[config.mk]
export PLATFORM = sky130hd
export DESIGN_NAME = three_stage_biquad_equalizer_flat
export DESIGN_NICKNAME = d
export VERILOG_FILES = /design/src/rtl/tbe_pkg.sv /design/src/rtl/tbe_if.sv /design/src/rtl/tbe_seq.sv /design/src/rtl/tbe_dp.sv /design/src/rtl/three_stage_biquad_equalizer.sv /design/src/flat_wrapper.sv
export VERILOG_INCLUDE_DIRS = /design/src /design/src/rtl
export SDC_FILE = /design/constraint.sdc
export NUM_CORES = 2
export LEC_CHECK = 0
export BUFFER_PORTS_ARGS = -buffer_cell sky130_fd_sc_hd__buf_2
export CORE_MARGIN = 4
export CORE_UTILIZATION = 40
export CTS_BUF_LIST = sky130_fd_sc_hd__clkbuf_16
export DETAILED_ROUTE_END_ITERATION = 8
export PLACE_DENSITY = 0.63
export SYNTH_ARGS = -nofsm -noshare
export SYNTH_HDL_FRONTEND = slang
export SYNTH_SLANG_ARGS = --single-unit
[constraint.sdc]
create_clock -name clk -period 13.59 [get_ports clk]
set_input_delay 3.3975 -clock clk [delete_from_list [all_inputs] [get_ports clk]]
set_output_delay 3.3975 -clock clk [all_outputs]
set_load 0.02 [all_outputs]
[src/rtl/assert_macros.svh]
// ---------------------------------------------------------------------------
// Assertion macros
// Shared wrappers for the clocked assertions of the equalizer RTL.
// ---------------------------------------------------------------------------
`ifndef ASSERT_MACROS_SVH
`define ASSERT_MACROS_SVH

// Same-cycle implication, sampled on clk, off while arst_n is low.
`define ASSERT_IMPLY(label, ante, cons, msg) \
	label: assert property (@(posedge clk) disable iff (!arst_n) (ante) |-> (cons)) \
		else $error(msg);

// Next-cycle implication, sampled on clk, off while arst_n is low.
`define ASSERT_NEXT(label, ante, cons, msg) \
	label: assert property (@(posedge clk) disable iff (!arst_n) (ante) |=> (cons)) \
		else $error(msg);

`endif

[src/rtl/tbe_pkg.sv]
// ---------------------------------------------------------------------------
// tbe_pkg
// Formats, codes, microcode and coefficient ROM of the biquad equalizer.
// ---------------------------------------------------------------------------
package tbe_pkg;

	localparam int SAMPLE_BITS   = 24;
	localparam int SIG_BITS      = 31;   // Q4.27 internal signal
	localparam int SIG_FRAC      = 27;
	localparam int STATE_BITS    = 40;
	localparam int COEF_BITS     = 32;   // Q3.29 coefficients
	localparam int COEF_FRAC     = 29;
	localparam int GAIN_BITS     = 16;   // unsigned Q2.14
	localparam int GAIN_FRAC     = 14;
	localparam int PROD_BITS     = COEF_BITS + SIG_BITS;
	localparam int ACC_BITS      = 64;
	localparam int IN_SHIFT      = SIG_FRAC - (SAMPLE_BITS - 1);
	localparam int OUT_SHIFT     = SIG_FRAC + GAIN_FRAC - (SAMPLE_BITS - 1);
	localparam int NUM_STAGES    = 3;
	localparam int STAGE_BITS    = 2;
	localparam int STEP_BITS     = 4;
	localparam int CFG_IDX_BITS  = 1;
	localparam int CFG_DATA_BITS = 16;
	localparam logic [GAIN_BITS-1:0] GAIN_RESET = 16'd11583;

	typedef enum logic [CFG_IDX_BITS-1:0] {
		REG_EQ_ENABLE   = 1'b0,
		REG_OUTPUT_GAIN = 1'b1
	} cfg_reg_t;

	typedef enum logic {
		CMD_FILTER = 1'b0,
		CMD_CLEAR  = 1'b1
	} cmd_t;

	typedef enum logic [1:0] {
		ST_IDLE,
		ST_RUN,
		ST_HOLD
	} top_state_t;

	typedef enum logic [2:0] {
		C_B0,
		C_B1,
		C_B2,
		C_A1,
		C_A2,
		C_GAIN
	} coef_sel_t;

	typedef enum logic {
		OPB_X,
		OPB_Y
	} opb_sel_t;

	typedef enum logic [1:0] {
		ACC_HOLD,
		ACC_LOAD,
		ACC_SUB
	} acc_op_t;

	typedef enum logic [2:0] {
		WB_NONE,
		WB_Y,
		WB_Z1,
		WB_Z2,
		WB_OUT
	} wb_sel_t;

	typedef enum logic [1:0] {
		JMP_NONE,
		JMP_STAGE,   // back to target while stages remain
		JMP_END
	} jump_t;

	typedef struct packed {
		logic                 mul_en;
		coef_sel_t            coef_sel;
		opb_sel_t             opb_sel;
		acc_op_t              acc_op;
		wb_sel_t              wb_sel;
		jump_t                jump;
		logic [STEP_BITS-1:0] target;
	} ucode_t;

	typedef struct packed {
		logic                  valid;
		ucode_t                uc;
		logic [STAGE_BITS-1:0] stage;
	} dp_ctrl_t;

	// Program: eight steps per stage, looped three times, then the gain.
	function automatic ucode_t ucode_rom(input logic [STEP_BITS-1:0] step);
		ucode_t w;
		w = '0;
		unique case (step)
			4'd0: begin  // b0*x
				w.mul_en = 1'b1; w.coef_sel = C_B0; w.opb_sel = OPB_X;
			end
			4'd1: begin  // acc = b0*x; b1*x
				w.acc_op = ACC_LOAD;
				w.mul_en = 1'b1; w.coef_sel = C_B1; w.opb_sel = OPB_X;
			end
			4'd2: begin  // y = rnd(acc) + z1; acc = b1*x
				w.wb_sel = WB_Y; w.acc_op = ACC_LOAD;
			end
			4'd3: begin  // a1*y
				w.mul_en = 1'b1; w.coef_sel = C_A1; w.opb_sel = OPB_Y;
			end
			4'd4: begin  // acc -= a1*y; b2*x
				w.acc_op = ACC_SUB;
				w.mul_en = 1'b1; w.coef_sel = C_B2; w.opb_sel = OPB_X;
			end
			4'd5: begin  // z1 = rnd(acc) + z2; acc = b2*x; a2*y
				w.wb_sel = WB_Z1; w.acc_op = ACC_LOAD;
				w.mul_en = 1'b1; w.coef_sel = C_A2; w.opb_sel = OPB_Y;
			end
			4'd6: begin  // acc -= a2*y
				w.acc_op = ACC_SUB;
			end
			4'd7: begin  // z2 = rnd(acc); next stage
				w.wb_sel = WB_Z2; w.jump = JMP_STAGE; w.target = 4'd0;
			end
			4'd8: begin  // y*gain
				w.mul_en = 1'b1; w.coef_sel = C_GAIN; w.opb_sel = OPB_Y;
			end
			4'd9: begin
				w.acc_op = ACC_LOAD;
			end
			4'd10: begin
				w.wb_sel = WB_OUT; w.jump = JMP_END;
			end
			default: begin
				w.jump = JMP_END;
			end
		endcase
		return w;
	endfunction

	// RBJ designs for 48 kHz, Q3.29.
	function automatic logic signed [COEF_BITS-1:0] coef_rom(
		input logic [STAGE_BITS-1:0] stage,
		input coef_sel_t             sel
	);
		logic signed [COEF_BITS-1:0] c;
		c = '0;
		unique case (stage)
			2'd0: begin
				case (sel)
					C_B0:    c = 32'sd532372484;
					C_B1:    c = -32'sd1064744967;
					C_B2:    c = 32'sd532372484;
					C_A1:    c = -32'sd1064708022;
					C_A2:    c = 32'sd527911001;
					default: c = '0;
				endcase
			end
			2'd1: begin
				case (sel)
					C_B0:    c = 32'sd531782542;
					C_B1:    c = -32'sd1045248105;
					C_B2:    c = 32'sd514383229;
					C_A1:    c = -32'sd1045248105;
					C_A2:    c = 32'sd509294859;
					default: c = '0;
				endcase
			end
			2'd2: begin
				case (sel)
					C_B0:    c = 32'sd532962832;
					C_B1:    c = -32'sd1033521151;
					C_B2:    c = 32'sd502775916;
					C_A1:    c = -32'sd1033521151;
					C_A2:    c = 32'sd498867836;
					default: c = '0;
				endcase
			end
			default: c = '0;
		endcase
		return c;
	endfunction

endpackage

[src/rtl/tbe_if.sv]
// ---------------------------------------------------------------------------
// tbe_if
// Valid/ready channels for sample words and result words.
// ---------------------------------------------------------------------------
interface tbe_in_if;
	logic                                     valid;
	logic                                     ready;
	logic                                     command;
	logic signed [tbe_pkg::SAMPLE_BITS-1:0]   sample_in;

	modport source(output valid, command, sample_in, input ready);
	modport sink(input valid, command, sample_in, output ready);
endinterface

interface tbe_out_if;
	logic                                     valid;
	logic                                     ready;
	logic signed [tbe_pkg::SAMPLE_BITS-1:0]   sample_out;

	modport source(output valid, sample_out, input ready);
	modport sink(input valid, sample_out, output ready);
endinterface

[src/rtl/tbe_seq.sv]
// ---------------------------------------------------------------------------
// tbe_seq
// Step counter, stage counter and microcode ROM of the equalizer.
// ---------------------------------------------------------------------------
`include "assert_macros.svh"

module tbe_seq (
	input  logic              clk,
	input  logic              arst_n,
	input  logic              start,
	output tbe_pkg::dp_ctrl_t ctrl,
	output logic              done,
	output logic              busy
);
	import tbe_pkg::*;

	logic [STEP_BITS-1:0]  step_q;
	logic [STAGE_BITS-1:0] stage_q;
	logic                  busy_q;
	ucode_t                uc;
	logic                  more_stages;

	assign uc          = ucode_rom(step_q);
	assign more_stages = (stage_q != STAGE_BITS'(NUM_STAGES - 1));
	assign ctrl        = '{valid: busy_q, uc: uc, stage: stage_q};
	assign done        = busy_q && (uc.jump == JMP_END);
	assign busy        = busy_q;

	always_ff @(posedge clk or negedge arst_n) begin
		if (!arst_n) begin
			step_q  <= '0;
			stage_q <= '0;
			busy_q  <= 1'b0;
		end else if (start) begin
			step_q  <= '0;
			stage_q <= '0;
			busy_q  <= 1'b1;
		end else if (busy_q) begin
			case (uc.jump)
				JMP_END: begin
					busy_q <= 1'b0;
				end
				JMP_STAGE: begin
					if (more_stages) begin
						step_q  <= uc.target;
						stage_q <= STAGE_BITS'(stage_q + 1'b1);
					end else begin
						step_q <= STEP_BITS'(step_q + 1'b1);
					end
				end
				default: begin
					step_q <= STEP_BITS'(step_q + 1'b1);
				end
			endcase
		end
	end

	`ASSERT_IMPLY(a_stage_range, busy_q, stage_q < STAGE_BITS'(NUM_STAGES), "stage out of range")
	`ASSERT_NEXT(a_done_stops, done, !busy_q, "sequencer still busy after done")

endmodule

[src/rtl/tbe_dp.sv]
// ---------------------------------------------------------------------------
// tbe_dp
// Shared multiplier, accumulator and delay words of the three biquads.
// ---------------------------------------------------------------------------
module tbe_dp (
	input  logic                                  clk,
	input  logic                                  arst_n,
	input  tbe_pkg::dp_ctrl_t                     ctrl,
	input  logic                                  start,
	input  logic signed [tbe_pkg::SAMPLE_BITS-1:0] sample,
	input  logic                                  clear,
	input  logic [tbe_pkg::GAIN_BITS-1:0]         gain,
	output logic signed [tbe_pkg::SAMPLE_BITS-1:0] result
);
	import tbe_pkg::*;

	localparam int RND_BITS = ACC_BITS - COEF_FRAC;
	localparam int SUM_BITS = STATE_BITS + 2;
	localparam int OUT_BITS = ACC_BITS - OUT_SHIFT;

	localparam logic signed [SUM_BITS-1:0] SIG_MAX   = (SUM_BITS'(1) <<< (SIG_BITS - 1)) - 1;
	localparam logic signed [SUM_BITS-1:0] SIG_MIN   = -(SUM_BITS'(1) <<< (SIG_BITS - 1));
	localparam logic signed [SUM_BITS-1:0] STATE_MAX = (SUM_BITS'(1) <<< (STATE_BITS - 1)) - 1;
	localparam logic signed [SUM_BITS-1:0] STATE_MIN = -(SUM_BITS'(1) <<< (STATE_BITS - 1));
	localparam logic signed [OUT_BITS-1:0] SMP_MAX   = (OUT_BITS'(1) <<< (SAMPLE_BITS - 1)) - 1;
	localparam logic signed [OUT_BITS-1:0] SMP_MIN   = -(OUT_BITS'(1) <<< (SAMPLE_BITS - 1));

	function automatic logic signed [SIG_BITS-1:0] sat_sig(input logic signed [SUM_BITS-1:0] v);
		logic signed [SUM_BITS-1:0] r;
		r = v;
		if (v > SIG_MAX) r = SIG_MAX;
		else if (v < SIG_MIN) r = SIG_MIN;
		return SIG_BITS'(r);
	endfunction

	function automatic logic signed [STATE_BITS-1:0] sat_state(
		input logic signed [SUM_BITS-1:0] v
	);
		logic signed [SUM_BITS-1:0] r;
		r = v;
		if (v > STATE_MAX) r = STATE_MAX;
		else if (v < STATE_MIN) r = STATE_MIN;
		return STATE_BITS'(r);
	endfunction

	function automatic logic signed [SAMPLE_BITS-1:0] sat_sample(
		input logic signed [OUT_BITS-1:0] v
	);
		logic signed [OUT_BITS-1:0] r;
		r = v;
		if (v > SMP_MAX) r = SMP_MAX;
		else if (v < SMP_MIN) r = SMP_MIN;
		return SAMPLE_BITS'(r);
	endfunction

	logic signed [SIG_BITS-1:0]   x_q;
	logic signed [SIG_BITS-1:0]   y_q;
	logic signed [PROD_BITS-1:0]  prod_q;
	logic signed [ACC_BITS-1:0]   acc_q;
	logic signed [STATE_BITS-1:0] z1_q [NUM_STAGES];
	logic signed [STATE_BITS-1:0] z2_q [NUM_STAGES];

	logic signed [COEF_BITS-1:0]  opa;
	logic signed [SIG_BITS-1:0]   opb;
	logic signed [PROD_BITS-1:0]  prod_d;
	logic signed [ACC_BITS-1:0]   prod_ext;
	logic signed [ACC_BITS-1:0]   rnd_sum;
	logic signed [RND_BITS-1:0]   rnd_c;
	logic signed [ACC_BITS-1:0]   out_sum;
	logic signed [OUT_BITS-1:0]   out_r;
	logic signed [SUM_BITS-1:0]   y_sum;
	logic signed [SUM_BITS-1:0]   z1_sum;

	// Operand select; the gain is unsigned, so zero-extend it.
	always_comb begin
		if (ctrl.uc.coef_sel == C_GAIN) opa = $signed(COEF_BITS'(gain));
		else opa = coef_rom(ctrl.stage, ctrl.uc.coef_sel);
		opb = (ctrl.uc.opb_sel == OPB_X) ? x_q : y_q;
	end

	assign prod_d   = opa * opb;
	assign prod_ext = ACC_BITS'(prod_q);

	// Round half up, dropping the coefficient fraction bits.
	assign rnd_sum = acc_q + (ACC_BITS'(1) <<< (COEF_FRAC - 1));
	assign rnd_c   = $signed(rnd_sum[ACC_BITS-1:COEF_FRAC]);
	assign y_sum   = SUM_BITS'(rnd_c) + SUM_BITS'(z1_q[ctrl.stage]);
	assign z1_sum  = SUM_BITS'(rnd_c) + SUM_BITS'(z2_q[ctrl.stage]);

	assign out_sum = acc_q + (ACC_BITS'(1) <<< (OUT_SHIFT - 1));
	assign out_r   = $signed(out_sum[ACC_BITS-1:OUT_SHIFT]);
	assign result  = sat_sample(out_r);

	always_ff @(posedge clk) begin
		if (start) begin
			x_q <= SIG_BITS'(sample) <<< IN_SHIFT;
		end else if (ctrl.valid && ctrl.uc.wb_sel == WB_Z2) begin
			x_q <= y_q;   // stage output feeds the next stage
		end
		if (ctrl.valid && ctrl.uc.wb_sel == WB_Y) begin
			y_q <= sat_sig(y_sum);
		end
		if (ctrl.valid && ctrl.uc.mul_en) begin
			prod_q <= prod_d;
		end
		if (ctrl.valid) begin
			case (ctrl.uc.acc_op)
				ACC_LOAD: acc_q <= prod_ext;
				ACC_SUB:  acc_q <= acc_q - prod_ext;
				default:  acc_q <= acc_q;
			endcase
		end
	end

	always_ff @(posedge clk or negedge arst_n) begin
		if (!arst_n) begin
			for (int i = 0; i < NUM_STAGES; i++) begin
				z1_q[i] <= '0;
				z2_q[i] <= '0;
			end
		end else if (clear) begin
			for (int i = 0; i < NUM_STAGES; i++) begin
				z1_q[i] <= '0;
				z2_q[i] <= '0;
			end
		end else if (ctrl.valid) begin
			if (ctrl.uc.wb_sel == WB_Z1) z1_q[ctrl.stage] <= sat_state(z1_sum);
			if (ctrl.uc.wb_sel == WB_Z2) z2_q[ctrl.stage] <= STATE_BITS'(rnd_c);
		end
	end

endmodule

[src/rtl/three_stage_biquad_equalizer.sv]
// ---------------------------------------------------------------------------
// three_stage_biquad_equalizer
// Three cascaded biquads (90 Hz high-pass, 320 Hz and 500 Hz peaking cuts)
// with output gain, run by a small microcoded sequencer.
// ---------------------------------------------------------------------------
// One sample word enters, runs through the high-pass and the two peaking
// cuts in transposed direct form II, is scaled by output_gain (unsigned
// Q2.14) and leaves saturated to 24 bits. A filtered sample is accepted,
// runs through 27 microcode steps (eight per stage, three for the gain)
// on the single shared 32x31 multiplier that every product of the program
// goes through, and then moves from the result register into the output
// register. A bypassed sample (eq_enable low) goes through the result
// register to the output register; a clear word gives no result. The next
// word is taken once the current one has reached the output register,
// even while that result waits for the sink. Configuration writes take
// effect at once and are meant for idle periods.
`include "assert_macros.svh"

module three_stage_biquad_equalizer (
	input  logic                                  clk,
	input  logic                                  arst_n,
	tbe_in_if.sink                                sample_chan,
	tbe_out_if.source                             result_chan,
	input  logic                                  cfg_wr_en,
	input  logic [tbe_pkg::CFG_IDX_BITS-1:0]      cfg_index,
	input  logic [tbe_pkg::CFG_DATA_BITS-1:0]     cfg_data
);
	import tbe_pkg::*;

	top_state_t                     state_q, state_d;
	logic                           eq_enable_q;
	logic [GAIN_BITS-1:0]           output_gain_q;
	logic signed [SAMPLE_BITS-1:0]  res_q;
	logic                           out_valid_q;
	logic signed [SAMPLE_BITS-1:0]  out_data_q;

	logic                           take;
	logic                           seq_start;
	logic                           dp_clear;
	logic                           pass_load;
	logic                           out_load;
	logic                           seq_done;
	logic                           seq_busy;
	dp_ctrl_t                       ctrl;
	logic signed [SAMPLE_BITS-1:0]  dp_result;

	assign sample_chan.ready  = (state_q == ST_IDLE);
	assign take               = sample_chan.valid && sample_chan.ready;
	assign result_chan.valid      = out_valid_q;
	assign result_chan.sample_out = out_data_q;

	// Configuration registers.
	always_ff @(posedge clk or negedge arst_n) begin
		if (!arst_n) begin
			eq_enable_q   <= 1'b1;
			output_gain_q <= GAIN_RESET;
		end else if (cfg_wr_en) begin
			unique case (cfg_index)
				REG_EQ_ENABLE:   eq_enable_q   <= cfg_data[0];
				REG_OUTPUT_GAIN: output_gain_q <= cfg_data[GAIN_BITS-1:0];
			endcase
		end
	end

	always_ff @(posedge clk or negedge arst_n) begin
		if (!arst_n) state_q <= ST_IDLE;
		else state_q <= state_d;
	end

	// Dispatch: clear words zero the delays, bypassed words go straight to
	// the result register, everything else starts the program.
	always_comb begin
		state_d   = state_q;
		seq_start = 1'b0;
		dp_clear  = 1'b0;
		pass_load = 1'b0;
		out_load  = 1'b0;
		unique case (state_q)
			ST_IDLE: begin
				if (take) begin
					if (sample_chan.command == CMD_CLEAR) begin
						dp_clear = 1'b1;
					end else if (eq_enable_q) begin
						seq_start = 1'b1;
						state_d   = ST_RUN;
					end else begin
						pass_load = 1'b1;
						state_d   = ST_HOLD;
					end
				end
			end
			ST_RUN: begin
				if (seq_done) state_d = ST_HOLD;
			end
			ST_HOLD: begin
				// advance only when the output register is free
				if (!out_valid_q || result_chan.ready) begin
					out_load = 1'b1;
					state_d  = ST_IDLE;
				end
			end
			default: state_d = ST_IDLE;
		endcase
	end

	// Result word waiting for the output register.
	always_ff @(posedge clk) begin
		if (pass_load) res_q <= sample_chan.sample_in;
		else if (seq_done) res_q <= dp_result;
	end

	// Output register: hold until the sink takes the word.
	always_ff @(posedge clk or negedge arst_n) begin
		if (!arst_n) begin
			out_valid_q <= 1'b0;
		end else if (out_load) begin
			out_valid_q <= 1'b1;
		end else if (result_chan.ready) begin
			out_valid_q <= 1'b0;
		end
	end

	always_ff @(posedge clk) begin
		if (out_load) out_data_q <= res_q;
	end

	tbe_seq u_seq (
		.clk    (clk),
		.arst_n (arst_n),
		.start  (seq_start),
		.ctrl   (ctrl),
		.done   (seq_done),
		.busy   (seq_busy)
	);

	tbe_dp u_dp (
		.clk    (clk),
		.arst_n (arst_n),
		.ctrl   (ctrl),
		.start  (seq_start),
		.sample (sample_chan.sample_in),
		.clear  (dp_clear),
		.gain   (output_gain_q),
		.result (dp_result)
	);

	`ASSERT_IMPLY(a_done_in_run, seq_done, state_q == ST_RUN, "program ended outside run state")
	`ASSERT_IMPLY(a_run_busy, state_q == ST_RUN, seq_busy, "run state without active program")
	`ASSERT_IMPLY(a_hold_idle_seq, state_q == ST_HOLD, !seq_busy, "program active while holding")

endmodule
[src/flat_wrapper.sv]
// flat-port wrapper written by rule: the top's interface ports become plain ports
module three_stage_biquad_equalizer_flat import tbe_pkg::*;
  (clk, arst_n, cfg_wr_en, cfg_index, cfg_data, sample_chan_valid, sample_chan_command, sample_chan_sample_in, sample_chan_ready, result_chan_valid, result_chan_sample_out, result_chan_ready);
  tbe_in_if sample_chan_i ();
  tbe_out_if result_chan_i ();
  input  logic clk;
  input  logic arst_n;
  input  logic cfg_wr_en;
  input  logic [tbe_pkg::CFG_IDX_BITS-1:0] cfg_index;
  input  logic [tbe_pkg::CFG_DATA_BITS-1:0] cfg_data;
  input wire logic [$bits(sample_chan_i.valid)-1:0] sample_chan_valid;
  input wire logic [$bits(sample_chan_i.command)-1:0] sample_chan_command;
  input wire logic [$bits(sample_chan_i.sample_in)-1:0] sample_chan_sample_in;
  output wire logic [$bits(sample_chan_i.ready)-1:0] sample_chan_ready;
  output wire logic [$bits(result_chan_i.valid)-1:0] result_chan_valid;
  output wire logic [$bits(result_chan_i.sample_out)-1:0] result_chan_sample_out;
  input wire logic [$bits(result_chan_i.ready)-1:0] result_chan_ready;
  assign sample_chan_i.valid = sample_chan_valid;
  assign sample_chan_i.command = sample_chan_command;
  assign sample_chan_i.sample_in = sample_chan_sample_in;
  assign sample_chan_ready = sample_chan_i.ready;
  assign result_chan_valid = result_chan_i.valid;
  assign result_chan_sample_out = result_chan_i.sample_out;
  assign result_chan_i.ready = result_chan_ready;
  three_stage_biquad_equalizer u_core (.clk(clk), .arst_n(arst_n), .sample_chan(sample_chan_i), .result_chan(result_chan_i), .cfg_wr_en(cfg_wr_en), .cfg_index(cfg_index), .cfg_data(cfg_data));
endmodule
* Word-level counts from Yosys, hierarchy flattened
Cells that the tools add are included.
Word-level totals: word-level logic and storage cells 176, flip-flop bits (word level) 504, input bits 47, output and inout bits 26
Operators by class: multipliers 1, bitwise operators 2, muxes and demuxes 71, equal/unequal tests 32, $add $sub $neg 7, order comparisons 8, reductions and logical operators 35
Operator list (count):
- 120-bit two-way mux | 6
- 40-bit two-way mux | 10
- 32-bit one-hot mux with 4 select lines | 3
- 120-bit bitwise mux | 2
- 40-bit binary-select mux with 2-bit select | 2
- 64-bit one-hot mux with 2 select lines | 1
- 31-bit two-way mux | 4
- 24-bit two-way mux | 4
- 32-bit one-hot mux with 3 select lines | 1
- 35-bit by 40-bit adder with 41-bit output | 2
- 40-bit demux with 2-bit select | 1
- 64-bit by 19-bit adder with 64-bit output (second input constant) | 1
- 64-bit by 30-bit adder with 64-bit output (second input constant) | 1
- 64-bit by 63-bit subtractor with 64-bit output | 1
- 32-bit by 31-bit multiplier with 63-bit output | 1
- 46-bit by 24-bit > comparator with 1-bit output (second input constant) | 1
- 46-bit by 24-bit < comparator with 1-bit output (second input constant) | 1
- 41-bit by 31-bit > comparator with 1-bit output (second input constant) | 1
- 41-bit by 40-bit > comparator with 1-bit output (second input constant) | 1
- 41-bit by 31-bit < comparator with 1-bit output (second input constant) | 1
- 41-bit by 40-bit < comparator with 1-bit output (second input constant) | 1
- 32-bit two-way mux | 1
- 5-bit one-hot mux with 6 select lines | 1
- 2-bit nonzero test | 10
- 36 further kinds | 98

* Depth between registers and ports, before layout
depth after elaboration 15, gate-level depth with buffers 43

* By module
Synthesis repeated with hierarchy kept, for this count alone.
Unflattened totals: cell total of the unflattened synthesis 6854, area total of the unflattened synthesis 63332.0 um^2
By module, submodules not included:
- tbe_dp | instances 1, cells each 6644, area each 60045.1 um^2
- three_stage_biquad_equalizer | instances 1, cells each 131, area each 2655.0 um^2
- tbe_seq | instances 1, cells each 79, area each 631.9 um^2

* Least setup slack after synthesis
Ideal clock, no wire load.
path type register to register, from register u_core.u_seq.step_q[0], to register u_core.u_dp.prod_q[62], data pin, path buffers 3, cell stages (with the launch flop) 36, clock period less this slack 10.350 ns, library setup time 0.260 ns, arrival time 10.090 ns, slack 3.240 ns, cell sequence dfrtp_1 -> inv_1 -> ha_1 -> clkbuf_1 -> nand2_1 -> nor2_1 -> a21oi_1 -> nand2_1 -> clkbuf_1 -> mux2i_1 -> clkbuf_1 -> nor2_1 -> fa_1 -> fa_1 -> fa_1 -> fa_1 -> inv_1 -> fa_1 -> inv_1 -> fa_1 -> fa_1 -> inv_1 -> fa_1 -> inv_1 -> ha_1 -> and2_1 -> a311o_1 -> a21o_1 -> nor3b_1 -> a211oi_1 -> a2111oi_0 -> nor3_1 -> a31oi_1 -> o21ai_0 -> a21oi_1 -> xnor2_1
Between the ends: word-level cells in the longest chain between the ends 8, elaborated cells between the ends (all ways) 22, those cells by class mul: 1; eq/ne: 10; mux: 7; reduce/logical: 4
Ends and longest elaborated chain:
- start: declaration | line tbe_seq.sv:17 | logic [STEP_BITS-1:0] step_q;
- start signal: assignment | line tbe_seq.sv:45 | step_q <= uc.target;
- start signal: assignment | line tbe_seq.sv:48 | step_q <= STEP_BITS'(step_q + 1'b1);
- start signal: assignment | line tbe_seq.sv:52 | step_q <= STEP_BITS'(step_q + 1'b1);
- 4-bit equality test, or another cell as far along | line tbe_pkg.sv:96 | unique case (step)
- 5-bit one-hot mux with 6 select lines (*) | line tbe_pkg.sv:96
- 3-bit by 2-bit equality test with 1-bit output, or another cell as far along | line tbe_pkg.sv:149, tbe_pkg.sv:159, tbe_pkg.sv:169
- 2-bit OR reduction (no line)
- 32-bit one-hot mux with 4 select lines, on equally long branches | line tbe_pkg.sv:169, tbe_pkg.sv:149, tbe_pkg.sv:159
- 32-bit one-hot mux with 3 select lines | line tbe_pkg.sv:147 | unique case (stage)
- 32-bit two-way mux | line tbe_dp.sv:76 | if (ctrl.uc.coef_sel == C_GAIN) opa = $signed(COEF_BITS'(gain));
- 32-bit by 31-bit multiplier with 63-bit output (*) | line tbe_dp.sv:81 | assign prod_d = opa * opb;
- via u_core.u_dp.prod_d[62] | line tbe_dp.sv:65 | logic signed [PROD_BITS-1:0] prod_d;
- end signal: assignment | line tbe_dp.sv:104 | prod_q <= prod_d;
- end: declaration | line tbe_dp.sv:58 | logic signed [PROD_BITS-1:0] prod_q;
The timed path passes the listed nets; every way through them passes the cells marked *. A chain may end at the register's enable or synchronous reset.

* Worst setup path after layout
Ends and elaborated chain as after synthesis.

==> flow_metrics.py <==
metrics = {
    "clock_tree": {
        "cts_tree": "yes",
        "path_clk_slew_ns": 0.07,
        "clock_latency_ns": 0.68,
        "cts.repair.resized": 0,
        "cts_max_level": 2,
        "clockRootBuffer": "clkbuf_16",
        "cts_buffer_depth": 3,
        "cts_sinks": 489,
        "hold_buffers": 0,
        "post_cts_buffers": 0,
        "cts_buffers": 56,
    },
    "final_layout": {
        "fin_util_pct": 43.5,
        "instances_no_fill": 8747,
        "num-nets-final": 8061,
        "drive_gt1_share_pct": 6.22,
        "syn_to_final_growth_pct": 7.71,
    },
    "routing": {
        "drt_pass1_iterations": 8,
        "postRouteAntennaNets": 0,
        "viasPerCell": 5.57,
        "drc": 0,
        "wl_mm": 199,
        "drt_iter0_markers": 4252,
        "vias": 48700,
        "wire_per_inst_um": 22.7,
    },
    "worst_setup_path": {
        "cpMostUsedCell": "fa_1",
        "critPathLaunch": "u_core.u_seq.step_q[0]$_DFFE_PN0P_",
        "criticalPathCategory": "register to register",
        "worstPathRequired_ns": 14.00,
        "rr_worst_depth": 36,
        "worstReg2RegStart": "u_core.u_seq.step_q[0]$_DFFE_PN0P_",
        "crit_slowest_cell": "mux2i_2",
        "cp_data_arrival_time_ns": 12.55,
        "endpoint_kind": "register",
        "crit_path_max_incr_delay_ns": 1.08,
        "start_kind": "register",
        "cp_max_fo": 32,
    },
    "die": {
        "design.portCount": 73,
        "initial_core_util_pct": 40.4,
        "core_area_mm2": 0.155,
        "die_x_um": 404,
        "placementRows": 144,
        "die_area_mm2": 0.163,
        "die_h_um": 404,
    },
    "min_path": {
        "hp-class": "register to register",
        "holdPathStages": 0,
        "worstHoldStart": "u_core.res_q[17]$_DFFE_PP_",
    },
    "placed_design": {
        "dpl.hpwl_mm": 160,
        "dp_cells": 8640,
        "gp_congestion": 0.969,
        "io_buffers": 72,
    },
    "grt": {
        "grt_first_pass_wirelength_mm": 304,
        "grt_use_met1_pct": 32.5,
        "use_met2_pct": 38.5,
        "grt_max_degree": 110,
        "overflow": 0,
        "antenna_found_initial": 6,
        "grtUsageTotal_pct": 24.4,
        "busiest_layer": "met2",
        "met3_usage_pct": 4.26,
        "grt_pass1_vias": 49600,
    },
    "synth": {
        "synth-seq-cells": 489,
        "synthCells": 6719,
        "synthFlopType": "dfrtp_1",
        "ys_types": 86,
        "synth_fp_nets": 8126,
        "avgSynthCellArea_um2": 9.32,
        "synth-async-reset-ratio_pct": 51.5,
        "synth-edff-count": 233,
        "yosys_warnings": 0,
        "ys_seq_area_share_pct": 21.4,
        "syn_area_mm2": 0.0626,
    },
    "timing": {
        "fin_setup_tns_ns": 0,
        "slew_headroom_pct": 4.76,
        "period_minus_slack_ns": 12.14,
        "tightest_slew_ns": 1.42,
        "fin_skew_ns": 0.0291,
        "rsz0062_at_grt": "no",
        "max_freq_ghz": 0.0824,
        "slew_violations": 0,
        "finalSetupViolCount": 0,
        "finalHoldViolCount": 0,
        "fin_crit_sh_pct": 89.3,
    },
    "flow_run": {
        "maxCapViolations": 0,
    },
    "run_status": {
        "outcome": "complete, no violations",
    },
}
state kept, by name (all words and copies together) (netlist names), 4 cells and up:
signal and flops:
u_core.u_seq.step_q 4, u_core.result_chan.sample_out 24, u_core.u_dp.z1_q 120, u_core.u_dp.z2_q 105, u_core.output_gain_q 16, u_core.u_dp.x_q 31
u_core.u_dp.prod_q 63, u_core.res_q 24, u_core.u_dp.y_q 31, u_core.u_dp.acc_q 64
final cells by class:
| cell class | count | area [um^2] |
|---|---|---|
| Sequential cell | 489 | 13400 |
| Multi-Input combinational cell | 4704 | 43800 |
| Fill cell | 15100 | 87500 |
| Clock inverter | 48 | 556 |
| Inverter | 1222 | 4590 |
| Clock buffer | 56 | 1400 |
| Antenna cell | 3 | 7.51 |
| Timing Repair Buffer | 181 | 1190 |
| Tap cell | 2044 | 2560 |
worst paths after layout:
| check | end | slack, ns |
|---|---|---|
| hold reg to reg | u_core.result_chan.sample_out[17]$_DFFE_PP_ | 0.42 |
| hold / removal | u_core.result_chan.sample_out[17]$_DFFE_PP_ | 0.42 |
| min in group asynchronous | u_core.u_dp.z1_q[47]$_DFFE_PN0P_ | 2.80 |
| setup / recovery | u_core.u_dp.prod_q[62]$_DFFE_PP_ | 1.45 |
| setup reg to reg | u_core.u_dp.prod_q[62]$_DFFE_PP_ | 1.45 |
| max in group asynchronous | u_core.u_seq.stage_q[0]$_DFFE_PN0P_ | 8.37 |
kinds of logic (layout without fill, tap and decap cells):
kind of cell	after synthesis	after routing	share of synthesized area (%)
compound gates	1124	1124	11.9
xor+xnor	260	260	3.65
fa+ha+maj	1360	1360	39.1
buf+inv	1526	1507	9.18
flops	489	489	21.4
mux	168	168	2.78
other cells	1	4	0.00599
simple gates	1791	1791	12.0
worst max-delay path: cells and delay by family (launching register included):
family,cells,cell delay (ns)
adders and majority gates,10,5.13
buffers and inverters,9,1.72
and+or+nand+nor,9,1.71
AOI/OAI and AO/OA,6,1.58
muxes,1,1.08
xor gates and xnor gates,1,0.13
DFF,1,0.44
layout by cell type (no fill, tap or decap), types with 104 or more instances in the layout:
cell,netlist,layout
a21o_1,171,171
a21oi_1,208,199
buf_4,0,109
dfrtp_1,241,239
edfxtp_1,233,233
fa_1,998,998
ha_1,362,361
inv_1,1222,1228
mux2i_1,121,104
nand2_1,862,861
nor2_1,583,573
o21ai_0,351,347
xnor2_1,159,159
through the flow:
stage / setup slack (ns) / area (um^2) / hold WS, ns
final: 1.45 / 67500 / 0.416
after global routing: 1.01 / 67500 / 0.420
after CTS: 1.56 / 67500 / 0.417
after detailed placement: 1.58 / 65500 / 0.405
after global placement: 1.74 / 65500 / 0.407
after floorplan: 3.24 / 62600 / 0.400
synthesized netlist by cell type (6+ instances only):
| cell type | count | area, um^2 |
|---|---|---|
| mux2_2 | 47 | 529 |
| o21ai_2 | 11 | 96.3 |
| or3_1 | 9 | 56.3 |
| a21o_1 | 171 | 1280 |
| o22a_1 | 25 | 219 |
| clkbuf_1 | 272 | 1020 |
| nand3b_1 | 8 | 60.1 |
| nor2b_1 | 37 | 231 |
| xor2_1 | 100 | 876 |
| a31oi_1 | 32 | 200 |
| inv_1 | 1222 | 4590 |
| and4_1 | 12 | 105 |
| and3_1 | 44 | 275 |
| nor3_1 | 37 | 185 |
| nand4_1 | 32 | 200 |
| a211oi_1 | 17 | 128 |
| nand2_1 | 862 | 3240 |
| o22ai_1 | 6 | 37.5 |
| nand2b_1 | 43 | 269 |
| a21oi_1 | 208 | 1040 |
| nor2_1 | 583 | 2190 |
| fa_1 | 998 | 20000 |
| edfxtp_1 | 233 | 7000 |
| xnor2_1 | 159 | 1390 |
| or2_2 | 9 | 56.3 |
| o21a_1 | 26 | 195 |
| o21bai_1 | 24 | 180 |
| nand3_1 | 72 | 360 |
| o31ai_1 | 18 | 135 |
| a221o_1 | 60 | 601 |
| dfstp_2 | 11 | 289 |
| a22o_1 | 80 | 701 |
| o21ai_1 | 9 | 45.0 |
| dfrtp_1 | 241 | 6030 |
| buf_2 | 9 | 45.0 |
| mux2i_1 | 121 | 1210 |
| buf_1 | 21 | 78.8 |
| o211ai_1 | 15 | 113 |
| ha_1 | 362 | 4530 |
| a31o_2 | 6 | 52.6 |
| and2_1 | 28 | 175 |
| o21ai_0 | 351 | 1760 |
per-layer routing:
layer  up-vias  wire (um)  share of wire [%]
met4         6      11500                5.8
met1     24900      81000                 41
met3       515      16100                8.1
li1      21300          -                  -
met5         -         41              0.021
met2      2057      90300                 45
Power is left out: the tool's default activity adds up to more than one toggle a clock period on the data nets, which glitch-free logic cannot reach.
